--- src/rtl/brf_pkg.sv ---
// ----------------------------------------------------------------------------
// brf_pkg
// shared types and constants of the byte ring fifo with put-back
// ----------------------------------------------------------------------------
package brf_pkg;

    localparam int BRF_DEPTH     = 1024;
    localparam int BRF_MAX_BURST = 64;

    localparam int REQ_W  = 2;
    localparam int LEN_W  = 7;
    localparam int BYTE_W = 8;
    localparam int SIZE_W = 11;
    localparam int FILL_W = 10;
    localparam int ADDR_W = 3;
    localparam int DATA_W = 32;

    localparam logic [SIZE_W-1:0] BUF_SIZE_RST = 11'd1024;

    localparam logic [ADDR_W-1:0] REG_BUFFER_SIZE = 3'd0;

    // request codes on the input channel
    localparam logic [REQ_W-1:0] REQ_STORE    = 2'd0;
    localparam logic [REQ_W-1:0] REQ_RETRIEVE = 2'd1;
    localparam logic [REQ_W-1:0] REQ_PUTBACK  = 2'd2;
    localparam logic [REQ_W-1:0] REQ_FLUSH    = 2'd3;

    // classified operations passed from front to back
    localparam logic [2:0] OP_BAD   = 3'd0;
    localparam logic [2:0] OP_STORE = 3'd1;
    localparam logic [2:0] OP_RETR  = 3'd2;
    localparam logic [2:0] OP_PUTB  = 3'd3;
    localparam logic [2:0] OP_FLUSH = 3'd4;

    typedef struct packed {
        logic [2:0]        op;
        logic              first_byte;
        logic              last_byte;
        logic              reject;
        logic [LEN_W-1:0]  len;
        logic [BYTE_W-1:0] data;
    } t_cmd;

endpackage

--- src/rtl/brf_queue.sv ---
// ----------------------------------------------------------------------------
// brf_queue
// two-entry command queue between front and back
// ----------------------------------------------------------------------------
module brf_queue (
    input  logic          i_clk,
    input  logic          i_rst_n,
    input  logic          i_push,
    input  brf_pkg::t_cmd i_cmd,
    input  logic          i_pop,
    output logic          o_full,
    output logic          o_valid,
    output brf_pkg::t_cmd o_cmd
);
    import brf_pkg::*;

    t_cmd       r_entry [2];
    logic       r_wr_ptr;
    logic       r_rd_ptr;
    logic [1:0] r_count;

    assign o_full  = (r_count == 2'd2);
    assign o_valid = (r_count != 2'd0);
    assign o_cmd   = r_entry[r_rd_ptr];

    always_ff @(posedge i_clk) begin
        if (i_push) begin
            r_entry[r_wr_ptr] <= i_cmd;
        end
    end

    always_ff @(posedge i_clk) begin
        if (!i_rst_n) begin
            r_wr_ptr <= 1'b0;
            r_rd_ptr <= 1'b0;
            r_count  <= 2'd0;
        end else begin
            if (i_push) begin
                r_wr_ptr <= !r_wr_ptr;
            end
            if (i_pop) begin
                r_rd_ptr <= !r_rd_ptr;
            end
            case ({i_push, i_pop})
                2'b10:   r_count <= r_count + 2'd1;
                2'b01:   r_count <= r_count - 2'd1;
                default: r_count <= r_count;
            endcase
        end
    end

endmodule

--- config.mk ---
export PLATFORM = sky130hd
export DESIGN_NAME = brf_queue
export DESIGN_NICKNAME = d
export VERILOG_FILES = /design/src/rtl/brf_pkg.sv /design/src/rtl/brf_queue.sv
export SDC_FILE = /design/constraint.sdc
export NUM_CORES = 1
export LEC_CHECK = 0
export BUFFER_PORTS_ARGS = -buffer_cell sky130_fd_sc_hd__buf_2
export CAP_MARGIN = 0
export CORE_MARGIN = 3
export CORE_UTILIZATION = 35
export CTS_BUF_LIST = sky130_fd_sc_hd__clkbuf_2
export DETAILED_ROUTE_END_ITERATION = 8
export GPL_TIMING_DRIVEN = 0
export PLACE_DENSITY = 0.64
export SYNTH_ARGS = -nofsm -noshare
export SYNTH_HDL_FRONTEND = slang
export SYNTH_SLANG_ARGS = --single-unit
--- constraint.sdc ---
create_clock -name i_clk -period 2.37 [get_ports i_clk]
set_input_delay 0.474 -clock i_clk [delete_from_list [all_inputs] [get_ports i_clk]]
set_output_delay 0.474 -clock i_clk [all_outputs]
set_load 0.01 [all_outputs]
* Yosys cells after proc, flatten, opt, wreduce, memory -nomap -nowiden
Memories as Yosys holds them, arrays and structs flattened. A register that Yosys moved wholly into a read port is not among the register bits.
Cells that the tools add are included.
** Operators by class
- Reductions and logical operators :: 4
- Mux-type cells :: 5
- Eq/ne operators :: 3
- Add/sub/neg operators :: 2
** Operators with widths (count)
- $eq 2x2->1 const B :: 2
- $mux 1 :: 4
- $pmux 2 s2 :: 1
- $reduce_bool 2->1 :: 2
- $add 2x1->2 const B :: 1
- $eq 2x1->1 const B :: 1
- $logic_not 1->1 :: 2
- $sub 2x1->2 const B :: 1
** Word-level totals
- Bits of input ports :: 25
- Memories :: 1
- RAM bits :: 42
- Register bits after elaboration :: 4
- Output and inout bits :: 23
** Memories
- r_entry :: depth 2, bits a word 21, read ports 1, clocked after memory_dff 1, wr ports 1, RTL line brf_queue.sv:17 : t_cmd r_entry [2];

* Longest topological paths before layout
- Word-level depth :: 3
- Gate-level depth with buffers :: 5
- Depth with buffers taken out :: 5

* Worst setup path after synthesis
Ideal clock, no wire load.
- Path kind :: in2reg
- Start point :: input port i_push
- End point :: memory r_entry[0][0] (netlist name) (enable)
- Library setup time :: 400 ps
- Arrival time :: 1449 ps
- Setup slack :: 520 ps
- Stages on the path :: 2
- Required time :: 1970 ps
- Cells stage by stage :: inv_1 > nor2_1
** On the way
- Cells in the longest elaborated chain, start to end :: 2
** Ends and longest elaborated chain
- start, declared :: RTL line brf_queue.sv:8 : input logic i_push,
- $mux 1 :: RTL line brf_queue.sv:27 : if (i_push) begin
- $mux 1 (implied by the code) :: RTL line brf_queue.sv:28 : r_entry[r_wr_ptr] <= i_cmd;
- end, declared :: RTL line brf_queue.sv:17
Every way passes these cells.

==> run summary <==
combinational family with the most area after synthesis -> multiplexers
Overall Power -> 0.00148 W
synthesized cell area -> 1730 um^2
Mean Syn Cell Area -> 19.8 um^2
Post-Syn Instances -> 87
CTS tree -> done
Finished Layout Cells -> 208
Syn Nets -> 113
Fin. Hold Viols -> 0
Max-cap violations -> 0
layout cell share with drive strength beyond 1 -> 0.573
full die area -> 5810 um^2
vias in the first global route -> 1031
Netlist cell types -> 17
crit end category -> output port
WL per Instance -> 14.1 um
Final Core Density -> 0.461
die width -> 76.2 um
Leak Pwr -> 0.805 nW
outcome -> complete, no violations
GRT overflow -> 0
measured slew at the worst slew-check pin -> 0.968 ns
gp weighted congestion -> 0.640
Tcrit/Tclk final -> 0.861
cells on worst reg2reg path -> 1
Setup violations, final -> 0
Worst Setup Start Kind -> flip-flop
PostCTS Resize Cnt -> 0
pin count of the biggest net entering global routing -> 22
fmax -> 490 MHz
commonest non-fill, non-tap cell in the layout -> buf_2
maximum vdd drop -> 0.000326 V
multiplexer area fraction after synthesis -> 0.137
DRC -> 0
critical path required time -> 1.90 ns
Row Count -> 24
Synth top area share -> 0.730
xor/xnor share of the synthesized area -> 0.0152
top cells by area, synth -> edfxtp_1, mux2_2, dfxtp_1
RSZ-0062 raised after global routing -> false
Yosys top cell by area -> edfxtp_1
Seq cells post-synth -> 47
chip height -> 76.2 um
final net count -> 168
n_diodes -> 0
Routed Antenna Nets -> 0
initial drt markers -> 43
hold_buf cts -> 0
Detailed Place HPWL -> 2160 um
Placed Cells incl. Taps -> 200
setup TNS -> 0 ns
core area -> 4560 um^2
Hold Path Class -> input pin to flip-flop
number of setup buffers added after CTS -> 0
CP Max Fanout -> 10
CTS Root Cell -> clkbuf_2
gr usage total -> 0.109
PwrDens -> 705 nW/um^2
total number of yosys warnings -> 0
I/O Buffers -> 47
sequential area share after synthesis -> 0.788
commonest non-fill, non-tap cells in the layout -> buf_2, edfxtp_1, mux2_2
Slew Viols, Final -> 0
latest clock arrival within the worst-skew pair -> 0.40 ns
total CTS buffers -> 5
initial antenna violation count -> 0
Synth Area in Compound Gates -> 0.0116
htree depth -> 2
hold path cells -> 1
# IOs -> 48
worst rel slew slack -> 0.355
Synth Area in Adders -> 0.00725
CTS clock-pin slew for the worst setup and hold paths -> 0.23 ns
Synth Area in Simple Gates -> 0.0326
post-DR vias/cell -> 4.42
fin crit period -> 2.04 ns
TritonRoute pass-1 iters -> 4
area grow syn2layout -> 21.9%
Layout Skew -> 0.0164 ns
critical path type -> flip-flop to output port
Data arrival, critical path -> 1.57 ns
initial core utilization -> 0.378
Longest Clk Path Bufs -> 2
drt total wl -> 2930 um
via count -> 920
clk sinks -> 47
first-pass GRT wire length -> 4810 um
-- metal layers --
metal | global-route usage | up-vias | share of wire
met1 | 0.114 | 448 | 0.39
met2 | 0.193 | 29 | 0.55
li1 | - | 441 | -
met4 | 0.0380 | 0 | 0.0061
met3 | 0.0461 | 2 | 0.058
met5 | 0 | - | 0
-- worst max-delay path, stage by stage, from the launching register on --
cell	delay (ns)
dfxtp_1	0.39
buf_2	0.27
mux2_2	0.37
buf_2	0.14
-- cell usage after synthesis --
cell type / count
a21boi_1: 1
and2_1: 4
and2b_2: 1
buf_2: 2
dfxtp_1: 5
edfxtp_1: 42
ha_1: 1
inv_1: 1
mux2_2: 21
nor2_1: 1
nor2b_1: 1
o21a_1: 1
o21ai_0: 1
or2_2: 1
or3_1: 1
xnor2_1: 2
xor2_1: 1
-- flip-flops by register name (all words and copies together) (netlist names), named ones only --
| name | cells |
|---|---|
| r_rd_ptr | 1 |
| r_wr_ptr | 1 |
| r_count | 2 |
| r_entry | 42 |
-- cells by family after synthesis --
kind of cell / after synthesis
adder cells (fa/ha/maj): 1
flip-flops: 47
AO/OA/AOI/OAI: 3
XOR/XNOR: 3
buffers and inverters: 3
multiplexers: 21
AND/OR/NAND/NOR: 9
-- stage by stage --
| step | setup slack [ns] | hold slack [ns] | instance area (um^2) |
|---|---|---|---|
| 3_3_place_gp | -0.0444 | 0.471 | 2040 |
| 4_1_cts | 0.277 | 0.207 | 2100 |
| 6_report | 0.330 | 0.236 | 2100 |
| 3_5_place_dp | 0.583 | 0.515 | 2060 |
| 2_1_floorplan | 0.520 | 0.461 | 1730 |
| 5_1_grt | 0.201 | 0.158 | 2100 |
-- layout make-up --
type | instances | area (um^2)
plain buffers | 2 | 10.0
clock buffers | 6 | 30.0
clock inverters | 2 | 13.8
fillers | 434 | 2460
inverters | 1 | 3.75
multi-input cells | 37 | 354
flip-flops and latches | 47 | 1360
well taps | 65 | 81.3
repair buffers | 48 | 250
-- path summary, 6_finish.rpt --
path                                  from              to  slack, ns
worst min-delay path             i_cmd[19]  r_entry[0][19]       0.24
worst max-delay path             flip-flop       o_cmd[12]       0.33
worst min register to register  r_count[1]      r_count[1]       0.53
worst max register to register    r_wr_ptr  r_entry[1][17]       0.82
-- where the power goes --
part | leakage (nW) | total, W | internal (W) | switching (W)
combinational | 0.337 | 0.000202 | 0.000102 | 0.0000997
clock | 0.0330 | 0.000314 | 0.0000779 | 0.000236
sequential | 0.436 | 0.000969 | 0.000953 | 0.0000157
(Power assumes the default switching activity.)
