### src/rtl/brf_pkg.sv
// ----------------------------------------------------------------------------
// brf_pkg
// shared types and constants of the byte ring fifo with put-back
// ----------------------------------------------------------------------------
package brf_pkg;

    localparam int BRF_DEPTH     = 1024;
    localparam int BRF_MAX_BURST = 64;

    localparam int REQ_W  = 2;
    localparam int LEN_W  = 7;
    localparam int BYTE_W = 8;
    localparam int SIZE_W = 11;
    localparam int FILL_W = 10;
    localparam int ADDR_W = 3;
    localparam int DATA_W = 32;

    localparam logic [SIZE_W-1:0] BUF_SIZE_RST = 11'd1024;

    localparam logic [ADDR_W-1:0] REG_BUFFER_SIZE = 3'd0;

    // request codes on the input channel
    localparam logic [REQ_W-1:0] REQ_STORE    = 2'd0;
    localparam logic [REQ_W-1:0] REQ_RETRIEVE = 2'd1;
    localparam logic [REQ_W-1:0] REQ_PUTBACK  = 2'd2;
    localparam logic [REQ_W-1:0] REQ_FLUSH    = 2'd3;

    // classified operations passed from front to back
    localparam logic [2:0] OP_BAD   = 3'd0;
    localparam logic [2:0] OP_STORE = 3'd1;
    localparam logic [2:0] OP_RETR  = 3'd2;
    localparam logic [2:0] OP_PUTB  = 3'd3;
    localparam logic [2:0] OP_FLUSH = 3'd4;

    typedef struct packed {
        logic [2:0]        op;
        logic              first_byte;
        logic              last_byte;
        logic              reject;
        logic [LEN_W-1:0]  len;
        logic [BYTE_W-1:0] data;
    } t_cmd;

endpackage

### src/rtl/brf_front.sv
// ----------------------------------------------------------------------------
// brf_front
// accepts requests, tracks store bursts and classifies each transaction
// ----------------------------------------------------------------------------
module brf_front #(
    parameter int MAX_BURST = brf_pkg::BRF_MAX_BURST
) (
    input  logic                       i_clk,
    input  logic                       i_rst_n,
    input  logic                       i_cfg_clear,
    input  logic                       i_in_valid,
    input  logic [brf_pkg::REQ_W-1:0]  i_req_type,
    input  logic [brf_pkg::LEN_W-1:0]  i_length,
    input  logic [brf_pkg::BYTE_W-1:0] i_data_byte,
    input  logic [brf_pkg::SIZE_W-1:0] i_size,
    input  logic                       i_q_full,
    output logic                       o_in_stall,
    output logic                       o_push,
    output brf_pkg::t_cmd              o_cmd
);
    import brf_pkg::*;

    logic [LEN_W-1:0] r_rem;
    logic [LEN_W-1:0] n_rem;
    t_cmd             cmd;

    assign o_in_stall = i_q_full;
    assign o_push     = i_in_valid && !i_q_full;
    assign o_cmd      = cmd;

    always_comb begin
        cmd            = '0;
        cmd.op         = OP_FLUSH;
        cmd.len        = i_length;
        cmd.data       = i_data_byte;
        n_rem          = '0;
        case (i_req_type)
            REQ_STORE: begin
                if (r_rem == '0) begin
                    if (i_length == '0 || i_length > LEN_W'(MAX_BURST)) begin
                        cmd.op     = OP_BAD;
                        cmd.reject = 1'b1;
                    end else begin
                        cmd.op         = OP_STORE;
                        cmd.first_byte = 1'b1;
                        cmd.last_byte  = (i_length == LEN_W'(1));
                        n_rem          = i_length - LEN_W'(1);
                    end
                end else begin
                    cmd.op        = OP_STORE;
                    cmd.last_byte = (r_rem == LEN_W'(1));
                    n_rem         = r_rem - LEN_W'(1);
                end
            end
            REQ_RETRIEVE: begin
                cmd.op     = OP_RETR;
                cmd.reject = (i_length > LEN_W'(MAX_BURST));
            end
            REQ_PUTBACK: begin
                cmd.op     = OP_PUTB;
                cmd.reject = ({{(SIZE_W-LEN_W){1'b0}}, i_length} > i_size);
            end
            default: begin
                cmd.op = OP_FLUSH;
            end
        endcase
    end

    always_ff @(posedge i_clk) begin
        if (!i_rst_n || i_cfg_clear) begin
            r_rem <= '0;
        end else if (o_push) begin
            r_rem <= n_rem;
        end
    end

endmodule

### config.mk
export PLATFORM = sky130hd
export DESIGN_NAME = brf_front
export DESIGN_NICKNAME = d
export VERILOG_FILES = /design/src/rtl/brf_pkg.sv /design/src/rtl/brf_front.sv
export SDC_FILE = /design/constraint.sdc
export NUM_CORES = 1
export LEC_CHECK = 0
export ABC_AREA = 1
export BUFFER_PORTS_ARGS = -buffer_cell sky130_fd_sc_hd__buf_2
export CORE_MARGIN = 1.5
export CORE_UTILIZATION = 46
export CTS_CLUSTER_DIAMETER = 40
export DETAILED_ROUTE_END_ITERATION = 16
export HOLD_SLACK_MARGIN = 0.05
export PLACE_DENSITY = 0.8
export SLEW_MARGIN = 20
export SYNTH_ARGS = -nofsm -noshare
export SYNTH_HDL_FRONTEND = slang
export SYNTH_SLANG_ARGS = --single-unit
### constraint.sdc
create_clock -name i_clk -period 1.6 [get_ports i_clk]
set_input_delay 0.24 -clock i_clk [delete_from_list [all_inputs] [get_ports i_clk]]
set_output_delay 0.24 -clock i_clk [all_outputs]
set_load 0.01 [all_outputs]
# After elaboration in Yosys (flattened, before gate mapping)
# Cells that the tools add are included.
[totals]
reg_bits = 7
input_bits = 33
output_inout_bits = 23
word_cells = 30
[op_classes]
add_sub_neg = 2
order_cmp = 2
eq_ne = 4
n_mux = 13
n_reduce_logical = 8
[op_table]
columns = ["operator", "count"]
rows = [
  ["7-bit 2-to-1 mux", 3],
  ["7-bit by 1-bit equality test with 1-bit output, second input constant", 2],
  ["7-bit zero test", 2],
  ["7-bit by 1-bit subtractor with 7-bit output, second input constant", 2],
  ["7-bit by 11-bit greater-than comparator with 1-bit output", 1],
  ["3-bit one-hot mux with 3 select lines", 1],
  ["7-bit greater-than comparator, second input constant", 1],
  ["1-bit 2-to-1 mux", 6],
  ["2-bit 2-to-1 mux", 2],
  ["1-bit one-hot mux with 3 select lines", 1],
  ["2-bit by 1-bit equality test with 1-bit output, second input constant", 1],
  ["2-bit equality test, second input constant", 1],
  ["1-bit zero test", 2],
  ["2-bit zero test", 1],
  ["1-bit logical OR", 2],
  ["1-bit logical AND", 1],
]

# Depth between registers and ports, before layout
[depth]
ltp_word = 5
mapped_depth = 10
ltp_nobuf = 10

# Worst setup path after synthesis
# OpenSTA, ideal clock, no wires.
[synth_path]
kind = "register to output"
from = "reg r_rem[0]"
to = "out o_cmd[16] (netlist bit)"
t_arrival_ps = 1282
t_required_ps = 1360
setup_slack_ps = 78
stages_incl_launch_ff = 9
n_path_buf = 0
path_cell_list = "dfxtp_1 > inv_1 > ha_1 > nand2_4 > nor2_8 > nand2_1 > nor2_2 > nand4_1 > nand2_1"
[synth_rtl]
columns = ["item", "line_no", "rtl"]
rows = [
  ["from (decl)", "brf_front.sv:23", "logic [LEN_W-1:0] r_rem;"],
  ["from (signal assigned)", "brf_front.sv:73", "r_rem <= n_rem;"],
  ["to (decl)", "brf_front.sv:19", "output brf_pkg::t_cmd o_cmd"],
]

==> results.toml <==
[critical_path]
crit_required_ns = 1.36
end_kind = "primary output"
startpoint_type = "flop"
crit_type = "reg -> out"
cp_max_fo = 3
worstPathArrival_ns = 1.44

[global_route]
gr-usage-met1 = 0.247
antenna_found_initial = 0
grt_usage = 0.197
busiest_layer = "met2"
grt_pass1_vias = 1062
met2_usage = 0.354
grt_max_degree = 9
grt_pass1_wl_um = 4170
grt_overflow_total = 0
gr-usage-met3 = 0.0514

[sta]
rsz0062_at_grt = "yes"
skew_ns = 0.00465
tightest_slew_ns = 0.308
layout_min_cycle_time_ns = 1.68
holdWs_ns = 0.361
final-max-slew-violation-count = 0
hold_viol = 0
slew_headroom = 0.794
fin_ws_ns = -0.0754
clock.fmax_mhz = 597
period_share = 1.05
fin_tns_setup_ns = -0.122
finalSetupViolations = 2

[clock_tree]
cts_buffers = 3
insertion_delay_ns = 0.25
cts_sinks = 7
path_clk_slew_ns = 0.05
cts_tree = "built"
root_buffer = "clkbuf_4"
htree_levels = 1
cts_buffer_depth = 2

[power]
power.switching_uw = 190
seqPwrFrac = 0.311
switching_share = 0.336
p_leak_uw = 0.000824
p_total_uw = 567
powerDensity_nw_per_um2 = 389
p_clk_frac = 0.284
pwr-share-comb = 0.405
intPower_uw = 376
ir_worst_vdd_mv = 0.652

[route]
firstDrtPassIters = 4
drcViolationCount = 0
drtIter0Drc = 17
drtAntennaViolNets = 0
avgRoutedWirePerCell_um = 10.5
num_vias = 1173
routed_wl_um = 2630
viasPerCell = 4.67

[layout]
mostFrequentLayoutCells = "nand2_1, buf_2, inv_1"
layout_commonest_cell = "nand2_1"
finalInstanceArea_um2 = 1460
num-fill-cells = 213
layout.nets = 273
drive_above_1_share = 0.390
top_regs = "r_rem x7"
seq_area_um2 = 146
multi_input_area_um2 = 793
stdcell_count = 251
top_register = "r_rem"
synthToLayoutAreaGrowth_pct = 30.3
largest_reg_flops = 7
diodes = 0

[synth]
yosysUniqueCellTypes = 23
syn_nets = 225
synth_top_area_share = 0.179
netlist_instances = 176
synth_seq_area_share = 0.125
ys_ff_latch = 7
synth_area_per_cell_um2 = 6.35
mappedNetlistArea_um2 = 1120
synth_top_cell_by_area = "ha_1"
ys_warn_count = 0
synth.top_cells.by_area = "ha_1, nand2_1, dfxtp_1"

[run_status]
status = "finished with violations"
violations = "negative setup slack"

[placed_design]
io_buffers = 39
place_inst = 241
place_area_um2 = 1350
gp_congestion = 0.822
hpwlAfterDp_um = 2070

[floorplanning]
fp-row-count = 17
die_x_um = 52.3
dieArea_um2 = 2730
die_h_um = 52.3
floorplan.initialDensity = 0.496
pin_count = 56
core_um2 = 2250

[worst_hold_path]
hold_path_class = "in -> reg"

[flow_run]
drv_cap = 0
==> final timing paths <==
path / cells after the start / endpoint / slack [ns] / start
worst min-delay path: 5 / r_rem[6] / 0.36 / i_q_full
worst max register to register: 9 / r_rem[0] / 0.23 / r_rem[5]
worst min register to register: 2 / r_rem[6] / 0.46 / r_rem[6]
worst max-delay path: 7 / o_cmd[16] / -0.08 / r_rem[5]
==> synth_stat cells, drive strengths merged <==
cell	count
a21oi	12
buf	16
clkinv	1
dfxtp	7
ha	16
inv	25
nand2	50
nand3	15
nand4	4
nor2	20
nor3b	1
o21a	1
o21ai	3
xnor2	2
xor2	3
==> routing by layer <==
metal  vias to the layer above  part of all wire
li1                        633                 -
met4                         0                 0
met1                       513              0.45
met2                        27              0.50
met3                         0             0.049
met5                         -                 0
==> power by group through the flow <==
stage | Combinational [µW] | Sequential [µW] | Clock, µW
2_1_floorplan | 154 | 180 | 0
6_report | 229 | 177 | 161
5_1_grt | 257 | 176 | 174
3_3_place_gp | 219 | 180 | 0
4_1_cts | 226 | 176 | 167
3_5_place_dp | 224 | 180 | 0
==> through the flow <==
stage,setup WS [ns],utilization
final,-0.0754,0.646
after global routing,-0.175,0.646
after CTS,-0.0674,0.635
after detailed placement,-0.0172,0.597
after global placement,-0.0158,0.597
after floorplan,0.0777,-
==> critical path, stage by stage (launching register included) <==
cell and delay (ns):
dfxtp_2 0.34, nor2_4 0.15, nand2_4 0.09, buf_4 0.14, a21oi_2 0.13, nand4_1 0.11, nand2_1 0.09, buf_2 0.13
==> final cells by class <==
type,instances,area share
Multi-Input combinational cell,127,0.545
Clock buffer,4,0.0180
Tap cell,28,0.0241
Sequential cell,7,0.101
Timing Repair Buffer,59,0.246
Inverter,26,0.0670
==> cells by family (layout without fill, tap and decap cells) <==
kind of cell,count (synthesis),after routing,synth area share
AO/OA/AOI/OAI,16,16,0.0773
XOR/XNOR,5,5,0.0392
adder cells (fa/ha/maj),16,16,0.179
buffers and inverters,42,89,0.195
flip-flops,7,7,0.125
AND/OR/NAND/NOR,90,90,0.384
==> what timing repair did <==
| item | 4_1_cts | 5_1_grt |
|---|---|---|
| gates resized for setup | 11 | 5 |
| setup endpoints to repair | 4 | 3 |
| pin swaps | 8 | 2 |
| hold buffers | 0 | 0 |
| setup buffers | 4 | 2 |
(Power assumes the default switching activity.)
